$ cat src/hdl/usbenc_pkg.sv
// usbenc_pkg: command codes, line symbol codes and constants for the USB packet line encoder.
// No dependencies.
package usbenc_pkg;

    typedef enum logic [2:0] {
        CMD_START = 3'd0,
        CMD_DATA  = 3'd1,
        CMD_CRC16 = 3'd2,
        CMD_TOKEN = 3'd3,
        CMD_HSHK  = 3'd4
    } t_cmd;

    typedef enum logic [1:0] {
        SYM_J   = 2'd0,
        SYM_K   = 2'd1,
        SYM_SE0 = 2'd2
    } t_sym;

    localparam logic [7:0]  SYNC_PATTERN = 8'h80;
    localparam logic [15:0] CRC16_INIT   = 16'hFFFF;
    localparam logic [15:0] CRC16_POLY   = 16'h8005;
    localparam logic [4:0]  CRC5_INIT    = 5'h1F;
    localparam logic [4:0]  CRC5_POLY    = 5'h05;
    localparam logic [2:0]  STUFF_AFTER  = 3'd6;

    localparam int IN_DATA_W  = 32;
    localparam int OUT_DATA_W = 8;

    function automatic logic [15:0] bitrev16(input logic [15:0] v);
        logic [15:0] r;
        for (int i = 0; i < 16; i++) begin
            r[i] = v[15-i];
        end
        return r;
    endfunction

    function automatic logic [4:0] bitrev5(input logic [4:0] v);
        logic [4:0] r;
        for (int i = 0; i < 5; i++) begin
            r[i] = v[4-i];
        end
        return r;
    endfunction

endpackage

$ cat src/hdl/usb_packet_line_encoder.sv
// usb_packet_line_encoder: serialises USB packet commands into NRZI line symbols with bit stuffing.
// Depends on usbenc_pkg.
//
// Each accepted command is turned into line symbols by one bit-serial unit that does the NRZI
// coding, the bit stuffing and the CRC5/CRC16 update for one bit per unstalled clock. The block
// emits one symbol per cycle when the output side does not stall, and takes no new command until
// the last symbol of the current one is in the output register. Unused command codes are taken
// and emit nothing.
module usb_packet_line_encoder (
    input  logic                                i_clk,
    input  logic                                i_rst_n,
    input  logic                                i_s_tvalid,
    output logic                                o_s_tready,
    // [7:0] pid_byte, [15:8] data_byte, [22:16] device_address, [26:23] endpoint_number
    input  logic [usbenc_pkg::IN_DATA_W-1:0]    i_s_tdata,
    // [2:0] cmd
    input  logic [2:0]                          i_s_tuser,
    output logic                                o_m_tvalid,
    input  logic                                i_m_tready,
    // [1:0] line_symbol
    output logic [usbenc_pkg::OUT_DATA_W-1:0]   o_m_tdata,
    // last_symbol
    output logic                                o_m_tlast
);
    import usbenc_pkg::*;

    typedef enum logic [3:0] {
        S_IDLE  = 4'b0001,
        S_BITS  = 4'b0010,
        S_STUFF = 4'b0100,
        S_EOP   = 4'b1000
    } t_state;

    t_state      r_state, n_state;
    logic [15:0] r_shift, n_shift;
    logic [4:0]  r_cnt, n_cnt;
    logic        r_crc5_pend, n_crc5_pend;
    logic        r_eop, n_eop;
    logic        r_crc16_en, n_crc16_en;
    logic        r_crc5_en, n_crc5_en;
    logic [1:0]  r_eop_cnt, n_eop_cnt;
    logic        r_level, n_level;
    logic [2:0]  r_ones, n_ones;
    logic [15:0] r_crc16, n_crc16;
    logic [4:0]  r_crc5, n_crc5;
    logic        r_out_valid;
    t_sym        r_out_sym, n_out_sym;
    logic        r_out_last, n_out_last;

    logic        in_beat;
    logic        step;
    logic        bit_now;
    logic [2:0]  ones_inc;
    logic        stuff_due;
    logic        bits_done;
    t_cmd        cmd;

    assign o_s_tready = (r_state == S_IDLE);
    assign in_beat    = i_s_tvalid && o_s_tready;
    assign step       = (r_state != S_IDLE) && (!r_out_valid || i_m_tready);
    assign bit_now    = r_shift[0];
    assign ones_inc   = r_ones + 3'd1;
    assign stuff_due  = bit_now && (ones_inc == STUFF_AFTER);
    assign cmd        = t_cmd'(i_s_tuser);

    always_comb begin
        n_state     = r_state;
        n_shift     = r_shift;
        n_cnt       = r_cnt;
        n_crc5_pend = r_crc5_pend;
        n_eop       = r_eop;
        n_crc16_en  = r_crc16_en;
        n_crc5_en   = r_crc5_en;
        n_eop_cnt   = r_eop_cnt;
        n_level     = r_level;
        n_ones      = r_ones;
        n_crc16     = r_crc16;
        n_crc5      = r_crc5;
        n_out_sym   = r_out_sym;
        n_out_last  = r_out_last;
        bits_done   = 1'b0;

        unique case (r_state)
            S_IDLE: begin
                if (in_beat) begin
                    n_crc5_pend = 1'b0;
                    n_eop       = 1'b0;
                    n_crc16_en  = 1'b0;
                    n_crc5_en   = 1'b0;
                    n_eop_cnt   = 2'd0;
                    case (cmd)
                        CMD_START: begin
                            n_level = 1'b0;
                            n_ones  = 3'd0;
                            n_crc16 = CRC16_INIT;
                            n_shift = {i_s_tdata[7:0], SYNC_PATTERN};
                            n_cnt   = 5'd16;
                            n_state = S_BITS;
                        end
                        CMD_DATA: begin
                            n_shift    = {8'h00, i_s_tdata[15:8]};
                            n_cnt      = 5'd8;
                            n_crc16_en = 1'b1;
                            n_state    = S_BITS;
                        end
                        CMD_CRC16: begin
                            n_shift = bitrev16(~r_crc16);
                            n_cnt   = 5'd16;
                            n_eop   = 1'b1;
                            n_state = S_BITS;
                        end
                        CMD_TOKEN: begin
                            n_shift     = {5'h00, i_s_tdata[26:23], i_s_tdata[22:16]};
                            n_cnt       = 5'd11;
                            n_crc5      = CRC5_INIT;
                            n_crc5_en   = 1'b1;
                            n_crc5_pend = 1'b1;
                            n_eop       = 1'b1;
                            n_state     = S_BITS;
                        end
                        CMD_HSHK: begin
                            n_state = S_EOP;
                        end
                        default: begin
                        end
                    endcase
                end
            end
            S_BITS: begin
                if (step) begin
                    n_level   = bit_now ? r_level : ~r_level;
                    n_out_sym = n_level ? SYM_K : SYM_J;
                    n_ones    = (bit_now && !stuff_due) ? ones_inc : 3'd0;
                    if (r_crc16_en) begin
                        n_crc16 = {r_crc16[14:0], 1'b0}
                                ^ ((bit_now ^ r_crc16[15]) ? CRC16_POLY : 16'h0000);
                    end
                    if (r_crc5_en) begin
                        n_crc5 = {r_crc5[3:0], 1'b0}
                               ^ ((bit_now ^ r_crc5[4]) ? CRC5_POLY : 5'h00);
                    end
                    n_shift    = {1'b0, r_shift[15:1]};
                    n_cnt      = r_cnt - 5'd1;
                    n_out_last = 1'b0;
                    if (stuff_due) begin
                        n_state = S_STUFF;
                    end else if (r_cnt == 5'd1) begin
                        bits_done  = 1'b1;
                        n_out_last = !r_crc5_pend && !r_eop;
                    end
                end
            end
            S_STUFF: begin
                if (step) begin
                    n_level    = ~r_level;
                    n_out_sym  = n_level ? SYM_K : SYM_J;
                    n_out_last = 1'b0;
                    if (r_cnt == 5'd0) begin
                        bits_done  = 1'b1;
                        n_out_last = !r_crc5_pend && !r_eop;
                    end else begin
                        n_state = S_BITS;
                    end
                end
            end
            S_EOP: begin
                if (step) begin
                    n_eop_cnt  = r_eop_cnt + 2'd1;
                    n_out_sym  = (r_eop_cnt == 2'd2) ? SYM_J : SYM_SE0;
                    n_out_last = (r_eop_cnt == 2'd2);
                    if (r_eop_cnt == 2'd2) begin
                        n_level = 1'b0;
                        n_ones  = 3'd0;
                        n_crc16 = CRC16_INIT;
                        n_state = S_IDLE;
                    end
                end
            end
            default: n_state = S_IDLE;
        endcase

        if (bits_done) begin
            if (r_crc5_pend) begin
                n_shift     = {11'h000, bitrev5(n_crc5 ^ CRC5_INIT)};
                n_cnt       = 5'd5;
                n_crc5_pend = 1'b0;
                n_crc5_en   = 1'b0;
                n_state     = S_BITS;
            end else if (r_eop) begin
                n_eop_cnt = 2'd0;
                n_state   = S_EOP;
            end else begin
                n_state = S_IDLE;
            end
        end
    end

    always_ff @(posedge i_clk) begin
        if (!i_rst_n) begin
            r_state     <= S_IDLE;
            r_level     <= 1'b0;
            r_ones      <= 3'd0;
            r_crc16     <= CRC16_INIT;
            r_out_valid <= 1'b0;
            r_crc5_pend <= 1'b0;
            r_eop       <= 1'b0;
            r_crc16_en  <= 1'b0;
            r_crc5_en   <= 1'b0;
            r_eop_cnt   <= 2'd0;
            r_cnt       <= 5'd0;
        end else begin
            r_state     <= n_state;
            r_level     <= n_level;
            r_ones      <= n_ones;
            r_crc16     <= n_crc16;
            r_crc5_pend <= n_crc5_pend;
            r_eop       <= n_eop;
            r_crc16_en  <= n_crc16_en;
            r_crc5_en   <= n_crc5_en;
            r_eop_cnt   <= n_eop_cnt;
            r_cnt       <= n_cnt;
            if (step) begin
                r_out_valid <= 1'b1;
            end else if (i_m_tready) begin
                r_out_valid <= 1'b0;
            end
        end
    end

    always_ff @(posedge i_clk) begin
        r_shift    <= n_shift;
        r_crc5     <= n_crc5;
        r_out_sym  <= n_out_sym;
        r_out_last <= n_out_last;
    end

    assign o_m_tvalid = r_out_valid;
    assign o_m_tdata  = {{(OUT_DATA_W-2){1'b0}}, r_out_sym};
    assign o_m_tlast  = r_out_last;

endmodule

$ cat config.mk
export PLATFORM = sky130hd
export DESIGN_NAME = usb_packet_line_encoder
export DESIGN_NICKNAME = d
export VERILOG_FILES = /design/src/hdl/usbenc_pkg.sv /design/src/hdl/usb_packet_line_encoder.sv
export SDC_FILE = /design/constraint.sdc
export NUM_CORES = 1
export LEC_CHECK = 0
export ABC_AREA = 1
export BUFFER_PORTS_ARGS = -buffer_cell sky130_fd_sc_hd__buf_2
export CAP_MARGIN = 20
export CORE_MARGIN = 1
export CORE_UTILIZATION = 35
export CTS_CLUSTER_SIZE = 14
export DETAILED_ROUTE_END_ITERATION = 16
export HOLD_SLACK_MARGIN = 0.06
export PLACE_DENSITY = 0.65
export SYNTH_ARGS = -nofsm -noshare
export SYNTH_HDL_FRONTEND = slang
export SYNTH_SLANG_ARGS = --single-unit
export TNS_END_PERCENT = 1
$ cat constraint.sdc
create_clock -name i_clk -period 3.1 [get_ports i_clk]
set_input_delay 0.31 -clock i_clk [delete_from_list [all_inputs] [get_ports i_clk]]
set_output_delay 0.31 -clock i_clk [all_outputs]
set_load 0.005 [all_outputs]
* After elaboration in Yosys (flattened, before gate mapping) *
Cells that the tools add are included.

storage, ports and cells
  bits in registers = 60
  logic and storage cells = 169
  input bits = 39

cells by class
  multiplexer cells = 92
  equality and inequality tests = 27
  reductions and logical operators = 25
  add/subtract/negate cells = 3
  bitwise logic cells = 7

operators by type and width
  cell                  count
  $mux W16              11
  $pmux W16 S4          1
  $pmux W16 S3          1
  $mux W4               10
  $mux W5               8
  $mux W1               33
  $pmux W16 S2          1
  $mux W3               7
  $pmux W5 S2           2
  $mux W2               9
  $ne A3 B3 Y1 const B  6
  $not A16 Y16          1
  $pmux W4 S4           1
  $xor A16 B16 Y16      1
  $pmux W5 S3           1
  $reduce_and A7 Y1     2
  $ne A2 B2 Y1 const B  5
  $pmux W3 S3           1
  $pmux W4 S2           1
  $reduce_and A8 Y1     1
  $eq A3 B2 Y1 const B  2
  $eq A3 B3 Y1 const B  2
  $pmux W2 S3           1
  $reduce_and A6 Y1     1
  other kinds (34)      45

* Logic depth before layout (Yosys ltp) *
  word-level depth = 9
  gate-level depth with buffers = 13
  mapped depth without buffers = 12

* Worst setup path after synthesis *
Ideal clock, no wire load.

  kind = flip-flop to flip-flop
  from = register r_out_valid, in the netlist o_m_tvalid
  to = register r_crc16[10]
  buffers on the path = 2
  slack = 1.434 ns
  period minus slack after synthesis = 1.666 ns
  arrival = 1.524 ns
  data required time = 2.958 ns
  library setup time = 0.142 ns
  cell stages (with the launch flop) = 12
  cells stage by stage = dfxtp_1 -> inv_1 -> nor2_2 -> inv_1 -> nand2_4 -> nand2_1 -> nand3_2 -> nor2_8 -> nand2_2 -> buf_6 -> buf_6 -> o211ai_2

between the ends
  cells in the longest elaborated chain, start to end = 5
  elaborated cells on any way between the ends = 6
  classes of those cells = eq/ne (2); reduce/logical (4)

RTL lines
  item                                    line                            source
  start, declared                         usb_packet_line_encoder.sv:46   logic r_out_valid;
  start signal, assigned                  usb_packet_line_encoder.sv:204  r_out_valid <= 1'b0;
  start signal, assigned                  usb_packet_line_encoder.sv:223  r_out_valid <= 1'b1;
  start signal, assigned                  usb_packet_line_encoder.sv:225  r_out_valid <= 1'b0;
  $logic_not A1 Y1 (*)                    usb_packet_line_encoder.sv:60   assign step = (r_state != S_IDLE) && (!r_out_valid || i_m_tready);
  $logic_or A1 B1 Y1 (*)                  usb_packet_line_encoder.sv:60
  $logic_and A1 B1 Y1 (*)                 usb_packet_line_encoder.sv:60
  $ne A2 B2 Y1 (no source line)           -
  $reduce_and A7 Y1 (no source line) (*)  -
  end signal, assigned                    usb_packet_line_encoder.sv:215  r_crc16 <= n_crc16;
  end, declared                           usb_packet_line_encoder.sv:44   logic [15:0] r_crc16, n_crc16;

Mark *: on every way between the ends. The rest lies on a longest branch, timed or not.
A chain may end at the register's enable or synchronous reset.

* Worst setup path after layout *
  from = register r_state[1]
  to = register r_shift[3]

between the ends
  cells in the longest elaborated chain, start to end = 7
  elaborated cells on any way between the ends = 18
  classes of those cells = eq/ne (4); mux (11); bitwise (1); reduce/logical (2)

RTL lines
  item                                          line                                                                                         source
  start, declared                               usb_packet_line_encoder.sv:34                                                                t_state r_state, n_state;
  start signal, assigned                        usb_packet_line_encoder.sv:212                                                               r_state <= n_state;
  $ne A4 B1 Y1 or $eq A4 B1 Y1 (tied branches)  usb_packet_line_encoder.sv:60, usb_packet_line_encoder.sv:58, usb_packet_line_encoder.sv:83
  $logic_and A1 B1 Y1 (on tied branches)        usb_packet_line_encoder.sv:60, usb_packet_line_encoder.sv:59
  $mux W5 (on tied branches)                    usb_packet_line_encoder.sv:130, usb_packet_line_encoder.sv:85
  $pmux W5 S2                                   usb_packet_line_encoder.sv:83                                                                unique case (r_state)
  $not A5 Y5 (no source line)                   -
  $mux W16                                      usb_packet_line_encoder.sv:183                                                               if (r_crc5_pend) begin
  $mux W16 (*)                                  usb_packet_line_encoder.sv:182                                                               if (bits_done) begin
  named net n_shift[3]                          usb_packet_line_encoder.sv:35                                                                logic [15:0] r_shift, n_shift;
  end signal, assigned                          usb_packet_line_encoder.sv:231                                                               r_shift <= n_shift;
  end, declared                                 usb_packet_line_encoder.sv:35

The timed path passes the listed nets; every way through them passes the cells marked *.

==> load_flow_metrics.sql <==
INSERT INTO impl_metrics (metric_group, metric, value, unit) VALUES
('run_status', 'status', 'finished, final reports clean', ''),
('routing', 'routedWlPerCell', '13.7', 'um'),
('floorplan', 'die_area', '0.0105', 'mm^2'),
('power', 'cellInternalPower', '1.89', 'mW'),
('timing', 'period_share', '71.6', '%'),
('power', 'power_density', '845', 'mW/mm^2'),
('critical_path', 'critical_path_required', '3.35', 'ns'),
('synth', 'synthDominantCellAreaShare', '32.3', '%'),
('timing', 'achievable-frequency', '451', 'MHz'),
('power', 'ir_worst_vdd', '0.326', 'mV'),
('critical_path', 'timing.critical_path.arrival', '2.47', 'ns'),
('clocking', 'post_cts_resize_count', '0', ''),
('synth', 'synthesis.area_per_instance', '6.89', 'um^2'),
('hold_path', 'min_path_type', 'primary input to flop', ''),
('timing', 'tightest_slew', '0.616', 'ns'),
('synth', 'synthCells', '513', ''),
('grt', 'antenna_found_initial', '0', ''),
('synth', 'synth_area_leaders', 'dfxtp_1, nand2_1, inv_1, nor2_1, o21ai_0', ''),
('hold_path', 'hold_depth', '3', ''),
('power', 'sequentialPowerShare', '34.1', '%'),
('floorplan', 'top_level_ports', '50', ''),
('synth', 'syn_area', '0.00354', 'mm^2'),
('clocking', 'clk_path_buf_depth', '2', ''),
('critical_path', 'worst-r2r-cell-count', '8', ''),
('routing', 'antenna_violating_nets_post_route', '0', ''),
('synth', 'yosys.cell_types.count', '37', ''),
('timing', 'post-route-min-period', '2.22', 'ns'),
('layout', 'design.final.nets', '594', ''),
('run', 'maxCapViolCount', '0', ''),
('routing', 'drc_errors', '0', ''),
('synth', 'synth.ff_latch_count', '60', ''),
('synth', 'postSynth.asyncResetShare', '0', '%'),
('clocking', 'ctsHtreeMaxLevel', '3', ''),
('critical_path', 'regToRegStartpoint', 'r_state[1]$_SDFFE_PN0P_', ''),
('grt', 'first_global_vias', '3271', ''),
('clocking', 'cts_made_buffers', '9', ''),
('layout', 'final-instance-count-excl-fill', '686', ''),
('power', 'switching_share', '44.3', '%'),
('floorplan', 'dieWidth', '103', 'um'),
('routing', 'dr_total_vias', '3473', ''),
('timing', 'maxSlewHeadroom', '58.9', '%'),
('clocking', 'post_cts_repair_timing_setup_buffer_count', '0', ''),
('layout', 'antenna_cells_inserted', '0', ''),
('clocking', 'post_cts_hold_buffer_count', '0', ''),
('layout', 'layout-drive-gt1-share', '16.3', '%'),
('routing', 'postRouteWirelength', '9370', 'um'),
('routing', 'detail_route.first_pass.iterations', '6', ''),
('timing', 'final-hold-violation-count', '0', ''),
('clocking', 'root_buffer', 'clkbuf_8', ''),
('placement', 'placement.io_buffers', '38', ''),
('synth', 'proportion_of_synthesized_chip_area_in_sequential_cells', '34.8', '%'),
('placement', 'place_congestion', '0.917', ''),
('synth', 'synth.top_cells.by_count', 'nand2_1, inv_1, dfxtp_1', ''),
('grt', 'globalRouteOverflowTotal', '0', ''),
('power', 'combPwrFrac', '45.3', '%'),
('critical_path', 'r2r_end', 'r_shift[3]$_DFF_P_', ''),
('critical_path', 'setup.reg_to_reg.worst_slack', '0.88', 'ns'),
('power', 'p_leak', '1.86', 'nW'),
('power', 'p_clk_share', '20.7', '%'),
('critical_path', 'start_kind', 'flop', ''),
('timing', 'rsz0062_at_grt', 'no', ''),
('clocking', 'clock_sinks', '60', ''),
('floorplan', 'starting_density', '36.2', '%'),
('synth', 'ys.warnings.count', '0', ''),
('routing', 'first_iter_violations', '186', ''),
('routing', 'drt-vias-per-instance', '5.06', ''),
('critical_path', 'setup.worst_path.class', 'flop to flop', ''),
('clocking', 'worst_skew_pair.late_latency', '0.35', 'ns'),
('critical_path', 'critical_path_peak_fanout', '17', ''),
('timing', 'setup_viol_count_final', '0', ''),
('power', 'netSwitchingPower', '1.50', 'mW');
[sequential cells by signal, indices dropped and copies added, names as in the netlist, 2 cells and up]
name and flops:
r_state 4, r_ones 3, r_eop_cnt 2, r_out_sym 2, r_crc16 16, r_cnt 5
r_shift 16, r_crc5 5
[power groups by stage]
stage | logic [mW] | clock network (mW) | registers, mW
2_1_floorplan | 1.26 | 0 | 1.12
3_3_place_gp | 1.46 | 0 | 1.16
3_5_place_dp | 1.50 | 0 | 1.17
4_1_cts | 1.51 | 0.712 | 1.15
5_1_grt | 1.72 | 0.741 | 1.17
6_report | 1.53 | 0.699 | 1.15
[through the flow]
stage                     hold slack [ns]  power [mW]  worst slack (ns)  utilization (%)  cell area, um^2
after floorplan                     0.426        2.38              1.43                -             3550
after global routing                0.309        3.63             0.675             41.0             4000
after CTS                           0.267        3.38             0.904             41.0             4000
final                               0.276        3.38             0.881             41.0             4000
after global placement              0.454        2.62             0.888             39.0             3810
after detailed placement            0.453        2.67             0.843             39.0             3810
[placed cells by master (no fill, tap or decap), drive strengths merged]
cell type	synthesis	routed
nand2	137	137
edfxtp	3	3
nor3	6	6
xnor2	5	5
a21oi	27	27
or2	1	1
conb	1	6
clkbuf	9	12
buf	13	42
o2111ai	1	1
dfxtp	57	57
clkinv	2	5
nor2	62	62
a22o	1	1
a31oi	1	1
o21ai	37	37
ha	6	6
o22ai	5	5
nand4	8	8
inv	63	63
o211ai	28	28
nand3	36	36
a22oi	3	3
xor2	1	1
[layout make-up]
| type | instances | area [um^2] |
|---|---|---|
| Inverter | 65 | 246 |
| Fill cell | 1040 | 5770 |
| Clock inverter | 3 | 18.8 |
| Clock buffer | 12 | 176 |
| Timing Repair Buffer | 42 | 220 |
| Multi-Input combinational cell | 371 | 1940 |
| Sequential cell | 60 | 1230 |
| Tap cell | 133 | 166 |
[cells by family (layout without fill, tap and decap cells)]
| family | Yosys count | in the layout | synth area share, % |
|---|---|---|---|
| other | 1 | 6 | 0.106 |
| DFF | 60 | 60 | 34.8 |
| buffers and inverters | 87 | 122 | 10.7 |
| and+or+nand+nor | 250 | 250 | 32.2 |
| adders and majority gates | 6 | 6 | 2.12 |
| AOI/OAI and AO/OA | 103 | 103 | 18.6 |
| xor gates and xnor gates | 6 | 6 | 1.49 |
[how the worst min path moves through the flow]
stage | slack (ns) | startpoint | endpoint
after floorplan | 0.43 | r_crc5_en$_SDFF_PN0_ | r_crc5_en$_SDFF_PN0_
after global placement | 0.45 | r_crc16_en$_SDFFE_PN0P_ | r_crc16_en$_SDFFE_PN0P_
after detailed placement | 0.45 | r_crc16_en$_SDFFE_PN0P_ | r_crc16_en$_SDFFE_PN0P_
after CTS | 0.27 | i_s_tuser[1] | r_eop$_SDFFE_PN0P_
after global routing | 0.31 | i_s_tuser[1] | r_eop$_SDFFE_PN0P_
final | 0.28 | i_s_tuser[1] | r_eop$_SDFFE_PN0P_
[critical path, cell delays in order (launching register included)]
cell and delay, ns:
dfxtp_1 0.35, nor2_1 0.25, nand3_1 0.25, a21oi_1 0.33, nand3_2 0.41, inv_2 0.32, nand2_1 0.10, nand2_1 0.07
inv_1 0.03
[metal layers]
metal  vias to the layer above  wire length, um  track usage, %
met5                         -                0               0
met1                      1598             4280            23.6
met2                       123             4320            31.9
li1                       1740                -               -
met3                        12              602            3.86
met4                         0              165            7.03
Power figures use the tool's default switching activity.
